[src/sv/fpmu_pkg.sv]
`default_nettype none
package fpmu_pkg;

  localparam int SqrtCells = 16;
  localparam int DivCells = 48;

  localparam logic [2:0] OP_MUL = 3'd0;
  localparam logic [2:0] OP_DIV = 3'd1;
  localparam logic [2:0] OP_SQRT = 3'd2;
  localparam logic [2:0] OP_ISQRT = 3'd3;
  localparam logic [2:0] OP_SIN = 3'd4;
  localparam logic [2:0] OP_COS = 3'd5;

  localparam logic [15:0] QUARTER_TURN = 16'd16384;
  localparam logic signed [31:0] ROUND_HALF = 32'sd32;
  localparam logic [47:0] ONE_OVER_ROOT_DVD = 48'h0001_0000_0000;

  typedef struct packed {
    logic [2:0] op;
    logic err;
    logic use_div;
    logic neg;
    logic [31:0] res;
    logic [31:0] sq_rad;
    logic [17:0] sq_rem;
    logic [15:0] sq_root;
    logic [31:0] dv_rem;
    logic [47:0] dv_dvd;
    logic [31:0] dv_dsr;
  } fpmu_item_t;

  function automatic logic [14:0] quarter_wave(input logic [6:0] h);
    logic [14:0] v;
    case (h)
      7'd0: v = 15'd0;      7'd1: v = 15'd402;    7'd2: v = 15'd803;    7'd3: v = 15'd1205;
      7'd4: v = 15'd1605;   7'd5: v = 15'd2005;   7'd6: v = 15'd2404;   7'd7: v = 15'd2801;
      7'd8: v = 15'd3196;   7'd9: v = 15'd3589;   7'd10: v = 15'd3980;  7'd11: v = 15'd4369;
      7'd12: v = 15'd4756;  7'd13: v = 15'd5139;  7'd14: v = 15'd5519;  7'd15: v = 15'd5896;
      7'd16: v = 15'd6269;  7'd17: v = 15'd6639;  7'd18: v = 15'd7005;  7'd19: v = 15'd7366;
      7'd20: v = 15'd7723;  7'd21: v = 15'd8075;  7'd22: v = 15'd8423;  7'd23: v = 15'd8765;
      7'd24: v = 15'd9102;  7'd25: v = 15'd9434;  7'd26: v = 15'd9759;  7'd27: v = 15'd10079;
      7'd28: v = 15'd10393; 7'd29: v = 15'd10701; 7'd30: v = 15'd11002; 7'd31: v = 15'd11297;
      7'd32: v = 15'd11585; 7'd33: v = 15'd11866; 7'd34: v = 15'd12139; 7'd35: v = 15'd12406;
      7'd36: v = 15'd12665; 7'd37: v = 15'd12916; 7'd38: v = 15'd13159; 7'd39: v = 15'd13395;
      7'd40: v = 15'd13622; 7'd41: v = 15'd13842; 7'd42: v = 15'd14053; 7'd43: v = 15'd14255;
      7'd44: v = 15'd14449; 7'd45: v = 15'd14634; 7'd46: v = 15'd14810; 7'd47: v = 15'd14978;
      7'd48: v = 15'd15136; 7'd49: v = 15'd15286; 7'd50: v = 15'd15426; 7'd51: v = 15'd15557;
      7'd52: v = 15'd15678; 7'd53: v = 15'd15790; 7'd54: v = 15'd15892; 7'd55: v = 15'd15985;
      7'd56: v = 15'd16069; 7'd57: v = 15'd16142; 7'd58: v = 15'd16206; 7'd59: v = 15'd16260;
      7'd60: v = 15'd16305; 7'd61: v = 15'd16339; 7'd62: v = 15'd16364; 7'd63: v = 15'd16379;
      default: v = 15'd16384;
    endcase
    return v;
  endfunction

  function automatic logic signed [31:0] wave_at(input logic [7:0] s);
    logic [6:0] h;
    logic signed [31:0] v;
    h = s[6:0];
    if (h > 7'd64) h = 7'd0 - h;
    v = signed'({17'd0, quarter_wave(h)});
    return s[7] ? -v : v;
  endfunction

  function automatic logic [31:0] sine_of(input logic [15:0] ang);
    logic [7:0] step;
    logic signed [31:0] w1;
    logic signed [31:0] w0;
    logic signed [31:0] sum;
    step = ang[15:8];
    w1 = signed'({24'd0, ang[7:0]});
    w0 = 32'sd256 - w1;
    sum = wave_at(step) * w0 + wave_at(step + 8'd1) * w1 + ROUND_HALF;
    return unsigned'(sum >>> 6);
  endfunction

  function automatic fpmu_item_t div_setup(input fpmu_item_t it);
    fpmu_item_t o;
    o = it;
    if (!it.err && it.op == OP_SQRT) o.res = {8'd0, it.sq_root, 8'd0};
    if (it.use_div && it.op == OP_ISQRT) begin
      o.dv_dsr = (it.sq_root == 16'd0) ? 32'd1 : {8'd0, it.sq_root, 8'd0};
      o.dv_dvd = ONE_OVER_ROOT_DVD;
      o.dv_rem = 32'd0;
      o.neg = 1'b0;
    end
    return o;
  endfunction

  function automatic logic [31:0] final_result(input fpmu_item_t it);
    if (!it.use_div) return it.res;
    return it.neg ? 32'd0 - it.dv_dvd[31:0] : it.dv_dvd[31:0];
  endfunction

endpackage
`default_nettype wire

[src/sv/fpmu_sqrt_cell.sv]
`default_nettype none
module fpmu_sqrt_cell
  import fpmu_pkg::*;
(
  input  wire logic clk,
  input  wire logic rst,
  input  wire logic in_valid,
  output logic in_ready,
  input  wire fpmu_item_t in_item,
  output logic out_valid,
  input  wire logic out_ready,
  output fpmu_item_t out_item
);

  fpmu_item_t item_next;
  logic [17:0] rem_sh;
  logic [17:0] trial;
  logic fits;

  assign in_ready = !out_valid || out_ready;

  // one root digit per cell
  always_comb begin
    rem_sh = {in_item.sq_rem[15:0], in_item.sq_rad[31:30]};
    trial = {in_item.sq_root, 2'b01};
    fits = rem_sh >= trial;
    item_next = in_item;
    item_next.sq_rad = {in_item.sq_rad[29:0], 2'b00};
    item_next.sq_rem = fits ? rem_sh - trial : rem_sh;
    item_next.sq_root = {in_item.sq_root[14:0], fits};
  end

  always_ff @(posedge clk) begin
    if (rst) begin
      out_valid <= 1'b0;
    end else if (in_ready) begin
      out_valid <= in_valid;
    end
  end

  always_ff @(posedge clk) begin
    if (in_ready && in_valid) out_item <= item_next;
  end

endmodule
`default_nettype wire

[config.mk]
export PLATFORM = sky130hd
export DESIGN_NAME = fpmu_sqrt_cell
export DESIGN_NICKNAME = d
export VERILOG_FILES = /design/src/sv/fpmu_pkg.sv /design/src/sv/fpmu_sqrt_cell.sv
export SDC_FILE = /design/constraint.sdc
export NUM_CORES = 1
export LEC_CHECK = 0
export ABC_CLOCK_PERIOD_IN_PS = 9000
export BUFFER_PORTS_ARGS = -buffer_cell sky130_fd_sc_hd__buf_4
export CORE_AREA = 3 3 167 169
export CTS_CLUSTER_DIAMETER = 120
export CTS_CLUSTER_SIZE = 8
export DETAILED_ROUTE_END_ITERATION = 16
export DIE_AREA = 0 0 170 172
export GPL_ROUTABILITY_DRIVEN = 0
export PLACE_DENSITY_LB_ADDON = 0.2
export SYNTH_ARGS = -nofsm -noshare
export SYNTH_HDL_FRONTEND = slang
export SYNTH_SLANG_ARGS = --single-unit
[constraint.sdc]
create_clock -name clk -period 9 [get_ports clk]
set_input_delay 1.35 -clock clk [delete_from_list [all_inputs] [get_ports clk]]
set_output_delay 1.35 -clock clk [all_outputs]
set_load 0.05 [all_outputs]
==> impl_metrics.ini <==
[global_route]
grt_max_degree = 72
grt_antenna_before_repair = 1
busiest_layer = met2
grt_first_pass_wirelength_mm = 31.58
grt_overflow = 0
globalRouteMet3Util_pct = 6.653
use_met2_pct = 25.40
use_met1_pct = 15.30
grt_usage_pct = 14.35
grt_pass1_vias = 5116

[logic_synthesis]
synth-seq-area-share_pct = 83.53
syn_area_sq_um = 7717
synth_ff_type = edfxtp_1
synth_area_leaders = edfxtp_1 83%, ha_1 2.9%, mux2_4 1.4%, a21oi_1 1.2%, inv_1 1.2%
synthArstFlopShare_pct = 0
ys.warnings.count = 0
avgSynthCellArea_sq_um = 19.74
ys_seq_elements = 215
ys_types = 43
yosysTopAreaCellShare_pct = 83.27
netlist_instances = 391
synth_edf_count = 214
synth.largest_area_cell = edfxtp_1

[timing]
period_share_pct = 39.10
setup_violations = 0
skew_ns = 0.01103
period_needed_ns = 3.519
slew_violations = 0
rsz0062_at_grt = no
fmax_mhz = 284.2
tightest_slew_ns = 0.9215
hold_viol_final = 0
finalWorstSetupSlack_ns = 5.481
fin_hold_ws_ns = 0.5491
relSlewSlack_pct = 38.57
tns_ns = 0

[power]
power.density_nw_per_um2 = 223.2
vdd_drop_max_uv = 114.0
power_leakage_nw = 5.170
power.total_mw = 2.720

[finish]
n_antenna_cell = 0
syn_to_final_growth_pct = 57.91
final.fill_count = 2449
finalNonFillerCells = 1207
layout-drive-gt1-share_pct = 56.47
final_area_sq_um = 12190
final_util_pct = 45.60
nets = 1092

[setup_path]
cp_max_fo = 71
crit_path_end_kind = flip-flop
start_kind = input port
crit_type = input port to flip-flop
cp.required_ns = 9.15
crit_arrival_ns = 3.67

[die]
initial_utilization_pct = 28.88
fp.dieW_um = 170
rows = 60
io_pins = 438
die_y_um = 172
coreArea_sq_um = 26730
die_area_sq_um = 29240

[cts]
cts.sinks = 215
cts_root_buffer = clkbuf_16
postCtsSetupBuffers = 0
clockBufferDepth = 3
cts_tree = done
cts_buffers = 30
htreeDepth = 1
hold_buffers = 0
clk_pin_slew_ns = 0.05
clk_latency_ns = 0.53
cts.repair.resized = 0

[placement]
hpwl_mm = 17.85
post_dp_cell_area_sq_um = 11360
placed_cells = 1163
place_ws_ns = 4.839
port_buffers = 433

[routing]
viasPerCell = 4.315
vias = 5208
drc = 0
ant_nets = 0
wl_per_cell_um = 19.30
firstDrtPassIters = 4
drt-initial-drc-count = 253
wirelength_mm = 23.29

[run]
drv_cap = 0

[status]
status = complete, no violations

[min_path]
hold_path_class = flip-flop to flip-flop
-- power by group --
group	internal [mW]	switching [mW]	leakage (nW)
clock network	0.616	0.387	0.397
logic	0.180	0.338	2.69
registers	1.18	0.0162	2.08
-- cells in the mapped netlist, drive strengths merged (2+ instances only) --
library cell,n
o21a,5
nand4,3
nand3,4
a21o,2
inv,25
nor3,4
nand2,14
and2,3
nor3b,2
nand2b,2
nor2,11
mux2,13
xnor2,10
a31oi,3
o211ai,3
xor2,3
o221ai,2
o21ai,10
ha,18
buf,5
a21oi,21
mux2i,3
edfxtp,214
-- cell usage in the layout, fill, tap and decap left out, types with 2 or more instances in the layout --
cell,synthesis,routed
and2_4,1,2
nand2b_1,2,2
o211ai_1,3,3
xor2_1,3,3
nand3_1,4,4
edfxtp_1,214,214
inv_1,24,24
nand2_1,14,14
mux2_4,7,7
nor3_1,4,4
o221ai_1,2,2
a21oi_1,19,19
a21oi_2,2,2
mux2i_1,3,3
o21ai_0,9,9
mux2_2,6,6
o21a_1,5,5
a31oi_1,3,3
clkbuf_1,1,13
xnor2_1,10,10
nand4_1,2,2
ha_1,18,18
a21o_1,2,2
nor2_1,10,10
nor3b_1,2,2
conb_1,1,2
clkbuf_16,0,31
buf_4,2,436
-- final cells by class --
cell class	instances	area, sq um	area share [%]
Inverter	25	101.3	0.8316
Tap cell	341	426.7	3.501
Timing Repair Buffer	436	3273	26.86
Sequential cell	215	6446	52.90
Multi-Input combinational cell	146	1115	9.148
Clock buffer	44	824.5	6.766
-- metal layers --
layer / share of wire [%] / routed length, um
met1: 34 / 8005
met2: 51 / 11910
met3: 12 / 2736
met4: 2.6 / 613
met5: 0.086 / 20
-- flip-flops by register name (all words and copies together), names as in the netlist --
| register | cells |
|---|---|
| out_valid | 1 |
| out_item | 214 |
-- worst max-delay path: stages --
cell and delay (ns):
buf_4 0.07, nand2b_1 0.13, and2_4 0.46, buf_4 0.72, buf_4 0.82
-- kinds of logic (layout without fill, tap and decap cells) --
family,after synthesis,after routing,synth area share [%]
buffers and inverters,31,505,2.108
adder cells (fa/ha/maj),18,18,2.918
multiplexers,16,16,2.626
AO/OA/AOI/OAI,52,52,4.394
AND/OR/NAND/NOR,45,45,2.902
XOR/XNOR,13,13,1.475
other,1,2,0.04859
flip-flops,215,215,83.53
-- worst paths after layout --
check                                 end  cells past startpoint  slack (ns)                   start
setup reg to reg  out_item[187]$_DFFE_PP_                      4        6.09  out_valid$_SDFFE_PP0N_
hold reg to reg    out_valid$_SDFFE_PP0N_                      2        0.55  out_valid$_SDFFE_PP0N_
setup / recovery  out_item[187]$_DFFE_PP_                      5        5.48               out_ready
hold / removal     out_valid$_SDFFE_PP0N_                      2        0.55  out_valid$_SDFFE_PP0N_
Note: power is estimated with default switching activity, not from simulation.
