$ cat src/sv/fpmu_pkg.sv
`default_nettype none
package fpmu_pkg;

  localparam int SqrtCells = 16;
  localparam int DivCells = 48;

  localparam logic [2:0] OP_MUL = 3'd0;
  localparam logic [2:0] OP_DIV = 3'd1;
  localparam logic [2:0] OP_SQRT = 3'd2;
  localparam logic [2:0] OP_ISQRT = 3'd3;
  localparam logic [2:0] OP_SIN = 3'd4;
  localparam logic [2:0] OP_COS = 3'd5;

  localparam logic [15:0] QUARTER_TURN = 16'd16384;
  localparam logic signed [31:0] ROUND_HALF = 32'sd32;
  localparam logic [47:0] ONE_OVER_ROOT_DVD = 48'h0001_0000_0000;

  typedef struct packed {
    logic [2:0] op;
    logic err;
    logic use_div;
    logic neg;
    logic [31:0] res;
    logic [31:0] sq_rad;
    logic [17:0] sq_rem;
    logic [15:0] sq_root;
    logic [31:0] dv_rem;
    logic [47:0] dv_dvd;
    logic [31:0] dv_dsr;
  } fpmu_item_t;

  function automatic logic [14:0] quarter_wave(input logic [6:0] h);
    logic [14:0] v;
    case (h)
      7'd0: v = 15'd0;      7'd1: v = 15'd402;    7'd2: v = 15'd803;    7'd3: v = 15'd1205;
      7'd4: v = 15'd1605;   7'd5: v = 15'd2005;   7'd6: v = 15'd2404;   7'd7: v = 15'd2801;
      7'd8: v = 15'd3196;   7'd9: v = 15'd3589;   7'd10: v = 15'd3980;  7'd11: v = 15'd4369;
      7'd12: v = 15'd4756;  7'd13: v = 15'd5139;  7'd14: v = 15'd5519;  7'd15: v = 15'd5896;
      7'd16: v = 15'd6269;  7'd17: v = 15'd6639;  7'd18: v = 15'd7005;  7'd19: v = 15'd7366;
      7'd20: v = 15'd7723;  7'd21: v = 15'd8075;  7'd22: v = 15'd8423;  7'd23: v = 15'd8765;
      7'd24: v = 15'd9102;  7'd25: v = 15'd9434;  7'd26: v = 15'd9759;  7'd27: v = 15'd10079;
      7'd28: v = 15'd10393; 7'd29: v = 15'd10701; 7'd30: v = 15'd11002; 7'd31: v = 15'd11297;
      7'd32: v = 15'd11585; 7'd33: v = 15'd11866; 7'd34: v = 15'd12139; 7'd35: v = 15'd12406;
      7'd36: v = 15'd12665; 7'd37: v = 15'd12916; 7'd38: v = 15'd13159; 7'd39: v = 15'd13395;
      7'd40: v = 15'd13622; 7'd41: v = 15'd13842; 7'd42: v = 15'd14053; 7'd43: v = 15'd14255;
      7'd44: v = 15'd14449; 7'd45: v = 15'd14634; 7'd46: v = 15'd14810; 7'd47: v = 15'd14978;
      7'd48: v = 15'd15136; 7'd49: v = 15'd15286; 7'd50: v = 15'd15426; 7'd51: v = 15'd15557;
      7'd52: v = 15'd15678; 7'd53: v = 15'd15790; 7'd54: v = 15'd15892; 7'd55: v = 15'd15985;
      7'd56: v = 15'd16069; 7'd57: v = 15'd16142; 7'd58: v = 15'd16206; 7'd59: v = 15'd16260;
      7'd60: v = 15'd16305; 7'd61: v = 15'd16339; 7'd62: v = 15'd16364; 7'd63: v = 15'd16379;
      default: v = 15'd16384;
    endcase
    return v;
  endfunction

  function automatic logic signed [31:0] wave_at(input logic [7:0] s);
    logic [6:0] h;
    logic signed [31:0] v;
    h = s[6:0];
    if (h > 7'd64) h = 7'd0 - h;
    v = signed'({17'd0, quarter_wave(h)});
    return s[7] ? -v : v;
  endfunction

  function automatic logic [31:0] sine_of(input logic [15:0] ang);
    logic [7:0] step;
    logic signed [31:0] w1;
    logic signed [31:0] w0;
    logic signed [31:0] sum;
    step = ang[15:8];
    w1 = signed'({24'd0, ang[7:0]});
    w0 = 32'sd256 - w1;
    sum = wave_at(step) * w0 + wave_at(step + 8'd1) * w1 + ROUND_HALF;
    return unsigned'(sum >>> 6);
  endfunction

  function automatic fpmu_item_t div_setup(input fpmu_item_t it);
    fpmu_item_t o;
    o = it;
    if (!it.err && it.op == OP_SQRT) o.res = {8'd0, it.sq_root, 8'd0};
    if (it.use_div && it.op == OP_ISQRT) begin
      o.dv_dsr = (it.sq_root == 16'd0) ? 32'd1 : {8'd0, it.sq_root, 8'd0};
      o.dv_dvd = ONE_OVER_ROOT_DVD;
      o.dv_rem = 32'd0;
      o.neg = 1'b0;
    end
    return o;
  endfunction

  function automatic logic [31:0] final_result(input fpmu_item_t it);
    if (!it.use_div) return it.res;
    return it.neg ? 32'd0 - it.dv_dvd[31:0] : it.dv_dvd[31:0];
  endfunction

endpackage
`default_nettype wire

$ cat src/sv/fpmu_div_cell.sv
`default_nettype none
module fpmu_div_cell
  import fpmu_pkg::*;
(
  input  wire logic clk,
  input  wire logic rst,
  input  wire logic in_valid,
  output logic in_ready,
  input  wire fpmu_item_t in_item,
  output logic out_valid,
  input  wire logic out_ready,
  output fpmu_item_t out_item
);

  fpmu_item_t item_next;
  logic [32:0] rem_sh;
  logic [32:0] diff;
  logic fits;

  assign in_ready = !out_valid || out_ready;

  // one restoring quotient bit per cell
  always_comb begin
    rem_sh = {in_item.dv_rem, in_item.dv_dvd[47]};
    diff = rem_sh - {1'b0, in_item.dv_dsr};
    fits = rem_sh >= {1'b0, in_item.dv_dsr};
    item_next = in_item;
    item_next.dv_rem = fits ? diff[31:0] : rem_sh[31:0];
    item_next.dv_dvd = {in_item.dv_dvd[46:0], fits};
  end

  always_ff @(posedge clk) begin
    if (rst) begin
      out_valid <= 1'b0;
    end else if (in_ready) begin
      out_valid <= in_valid;
    end
  end

  always_ff @(posedge clk) begin
    if (in_ready && in_valid) out_item <= item_next;
  end

endmodule
`default_nettype wire

$ cat config.mk
export PLATFORM = sky130hd
export DESIGN_NAME = fpmu_div_cell
export DESIGN_NICKNAME = d
export VERILOG_FILES = /design/src/sv/fpmu_pkg.sv /design/src/sv/fpmu_div_cell.sv
export SDC_FILE = /design/constraint.sdc
export NUM_CORES = 1
export LEC_CHECK = 0
export BUFFER_PORTS_ARGS = -buffer_cell sky130_fd_sc_hd__buf_2
export CAP_MARGIN = 20
export CORE_ASPECT_RATIO = 0.9
export CORE_MARGIN = 4
export CORE_UTILIZATION = 30
export CTS_CLUSTER_DIAMETER = 50
export CTS_CLUSTER_SIZE = 16
export DETAILED_ROUTE_END_ITERATION = 8
export GPL_TIMING_DRIVEN = 0
export PLACE_DENSITY_LB_ADDON = 0.2
export SYNTH_ARGS = -nofsm -noshare
export SYNTH_HDL_FRONTEND = slang
export SYNTH_SLANG_ARGS = --single-unit
$ cat constraint.sdc
create_clock -name clk -period 13.2 [get_ports clk]
set_input_delay 0.66 -clock clk [delete_from_list [all_inputs] [get_ports clk]]
set_output_delay 0.66 -clock clk [all_outputs]
set_load 0.1 [all_outputs]
==> impl_metrics.py <==
metrics = {
    "final_layout": {
        "fill_cells": 2665,
        "multi_input_area_um2": 1990,
        "diodes": 0,
        "seq_area_um2": 6510,
        "fin_nets": 1284,
        "synthToLayoutAreaGrowth_pct": 41.1,
        "drive_gt1_frac": 0.476,
    },
    "sta": {
        "max_freq_mhz": 268,
        "fin_tns_setup_ns": 0,
        "worstMarginPinSlew_ns": 0.599,
        "finalMaxSlewViolations": 0,
        "rsz0062_at_grt": "no",
        "fin_crit_ns": 3.73,
        "worst_slack_ns": 9.47,
        "hold_viol": 0,
        "fin_crit_sh": 0.283,
        "setup_violations": 0,
        "skew_ns": 0.0150,
        "max_slew_margin": 0.600,
        "holdWs_ns": 0.263,
    },
    "floorplanning": {
        "die-height_um": 170,
        "die_w_um": 188,
        "num_rows": 58,
        "fp.dieArea_um2": 31800,
        "ioPinCount": 438,
        "core-area_um2": 28300,
        "start_util": 0.308,
    },
    "cts": {
        "cts.hold.buffers_added": 0,
        "post_cts_buffers": 0,
        "path_clk_slew_ns": 0.07,
        "cts_resized": 0,
        "clkSinkCount": 217,
        "htree_num_levels": 1,
        "numCtsBuffers": 27,
        "insertion_delay_ns": 0.54,
        "cts_tree": "built",
        "root_buffer": "clkbuf_16",
        "cts_buffer_depth": 3,
    },
    "hold_path": {
        "hp-class": "input pin to register",
    },
    "power": {
        "p_int_mw": 1.33,
        "power.density_nw_per_um2": 170,
        "combPwrFrac": 0.268,
        "p_sw_frac": 0.365,
        "vdd.ir_drop.worst_uv": 87.2,
        "clkPwrFrac": 0.335,
        "leakage_nw": 5.37,
        "pwr-share-seq": 0.397,
        "switchingPower_uw": 762,
    },
    "placement": {
        "io_buffers": 437,
        "post-place-ws_ns": 8.87,
        "place_congestion": 0.838,
        "place_hpwl_um": 21800,
    },
    "yosys": {
        "ys_seq_area_frac": 0.746,
        "ys.flop_type": "edfxtp_1",
        "ys_ff_latch": 217,
        "async_reset_ff_frac": 0,
        "syn_inst": 562,
        "synthesis.area_um2": 8720,
        "synth_edf_count": 216,
        "synth_cell_types": 48,
        "synth_nets": 815,
        "synth_area_per_cell_um2": 15.5,
        "ys.warnings.count": 0,
    },
    "critical_path": {
        "crit_end": "out_item[93]",
        "setup.worst_path.start_class": "input pin",
        "ff2ff_path_depth": 4,
        "crit_path_start": "in_item[18]",
        "cp_slowest_cell": "o31ai_4",
        "reg2reg_to": "out_item[25]",
        "r2r_slack_ns": 11.25,
        "worstPathArrival_ns": 4.00,
        "slowest_delay_ns": 0.57,
        "critPathMaxFanout": 10,
        "end_kind": "register",
        "required_ns": 13.47,
        "crit_type": "input pin to register",
        "crit_chain": "buf_2 -> inv_1 -> ha_1 -> clkbuf_1 -> nand4_1 -> or4_1 -> a21oi_1 -> nor3_1 -> a211oi_2 -> o21ai_2 -> o31ai_4 -> buf_4 -> mux2_1",
        "rr_startpoint": "out_valid",
    },
    "flow_run": {
        "maxCapViolations": 0,
    },
    "route": {
        "wl_um": 27600,
        "drt.antenna.violating_nets": 0,
        "viasPerCell": 4.52,
        "drc_errors": 0,
        "vias": 6377,
        "dr.first_iter.drc_count": 387,
        "dr.pass1.iters": 4,
        "wl_per_cell_um": 19.6,
    },
    "grt": {
        "gr-usage-all-layers": 0.162,
        "antenna_found_initial": 7,
        "grt_pass1_wl_um": 39900,
        "overflow": 0,
        "grt_pass1_vias": 6372,
        "grt_max_degree": 66,
    },
    "run_status": {
        "status": "finished, final reports clean",
    },
}
==> registers in the layout, summed over array words and instances, names as in the netlist <==
signal / cells
out_item: 216
out_valid: 1
==> worst min path at each step <==
stage | depth (start not counted) | slack, ns | to | from
finish | 2 | 0.26 | out_valid | rst
global route | 2 | 0.23 | out_valid | rst
CTS | 2 | 0.23 | out_valid | rst
detailed placement | 2 | 0.52 | out_valid | out_valid
global placement | 2 | 0.50 | out_valid | out_valid
floorplan | 1 | 0.73 | out_valid | rst
==> routing by layer <==
| layer | part of all wire | vias up | global-route usage |
|---|---|---|---|
| met5 | 0.0027 | - | 0 |
| li1 | - | 3074 | - |
| met1 | 0.37 | 2989 | 0.183 |
| met4 | 0.020 | 14 | 0.0322 |
| met3 | 0.088 | 47 | 0.0611 |
| met2 | 0.51 | 253 | 0.294 |
==> cell families after synthesis <==
group | Yosys count | synth area share
flip-flops | 217 | 0.746
AO/OA/AOI/OAI | 119 | 0.0857
AND/OR/NAND/NOR | 100 | 0.0521
buffers and inverters | 54 | 0.0251
adder cells (fa/ha/maj) | 33 | 0.0482
XOR/XNOR | 27 | 0.0271
multiplexers | 12 | 0.0152
==> critical path: cells and delay by family <==
family / cells / cell delay [ns]
compound gates: 4 / 1.14
fa+ha+maj: 1 / 0.26
buf+inv: 4 / 0.74
mux: 1 / 0.34
simple gates: 3 / 0.83
==> power groups by stage <==
stage | clock network [mW] | registers (mW) | logic (mW)
after floorplan | 0 | 1.19 | 0.107
after global placement | 0 | 0.854 | 0.557
after detailed placement | 0 | 0.843 | 0.562
after CTS | 0.725 | 0.829 | 0.564
after global routing | 0.758 | 0.832 | 0.585
final | 0.700 | 0.828 | 0.559
==> cells in the mapped netlist (2+ instances only) <==
master / n / share of area
mux2i_1: 2 / 0.0023
nor4_1: 4 / 0.0029
clkbuf_1: 8 / 0.0034
and2_1: 3 / 0.0022
xnor2_1: 15 / 0.015
o21a_1: 6 / 0.0052
buf_2: 4 / 0.0023
o21bai_1: 3 / 0.0026
nand2b_1: 5 / 0.0036
nand2_1: 28 / 0.012
nand4_1: 7 / 0.0050
mux2_2: 6 / 0.0078
a211oi_1: 3 / 0.0026
o21ai_0: 15 / 0.0086
a31oi_1: 2 / 0.0014
edfxtp_1: 216 / 0.74
mux2_1: 4 / 0.0052
nor2b_1: 2 / 0.0014
nand3_1: 8 / 0.0046
buf_4: 3 / 0.0026
o41ai_1: 2 / 0.0020
o22ai_1: 2 / 0.0014
inv_1: 39 / 0.017
ha_1: 32 / 0.046
nor3_1: 2 / 0.0011
a211o_1: 2 / 0.0020
nor2_1: 37 / 0.016
a21oi_1: 56 / 0.032
o211ai_1: 4 / 0.0034
xor2_1: 12 / 0.012
a21o_1: 13 / 0.011
==> metrics by stage <==
| stage | util | std cells | power [mW] | area, µm² |
|---|---|---|---|---|
| after global placement | 0.401 | 1359 | 1.41 | 11400 |
| final | 0.435 | 1411 | 2.09 | 12300 |
| after CTS | 0.435 | 1411 | 2.12 | 12300 |
| after global routing | 0.435 | 1411 | 2.18 | 12300 |
| after detailed placement | 0.404 | 1362 | 1.40 | 11400 |
| after floorplan | - | 562 | 1.29 | 8720 |
==> cell type report <==
type / count / area share
plain buffers: 15 / 0.00590
clock buffers: 29 / 0.0556
clock inverters: 20 / 0.0143
inverters: 39 / 0.0119
multi-input cells: 291 / 0.162
flip-flops and latches: 217 / 0.529
well taps: 360 / 0.0366
repair buffers: 440 / 0.185
==> cells in the final DEF, fill, tap and decap left out, types with 2 or more instances in the layout <==
cell type / instances
o21a_1: 6
clkinv_4: 3
clkbuf_1: 10
ha_1: 32
clkinvlp_4: 2
and2_1: 2
nor2_1: 37
mux2_1: 4
clkinv_2: 3
buf_16: 3
o211ai_1: 4
a31oi_1: 2
nand4_1: 7
clkinv_1: 6
nor3_1: 2
nand2_1: 28
buf_4: 3
o21ai_0: 15
clkbuf_16: 27
edfxtp_1: 216
inv_8: 2
nand2b_1: 5
nor2b_1: 2
a21o_1: 13
inv_1: 39
o21bai_1: 3
a21oi_1: 56
o22ai_1: 2
nor4_1: 4
nand3_1: 8
a211o_1: 2
xnor2_1: 15
buf_2: 441
o41ai_1: 2
mux2_2: 6
xor2_1: 12
mux2i_1: 2
a211oi_1: 3
No activity file was read; power rests on OpenSTA's default activity.
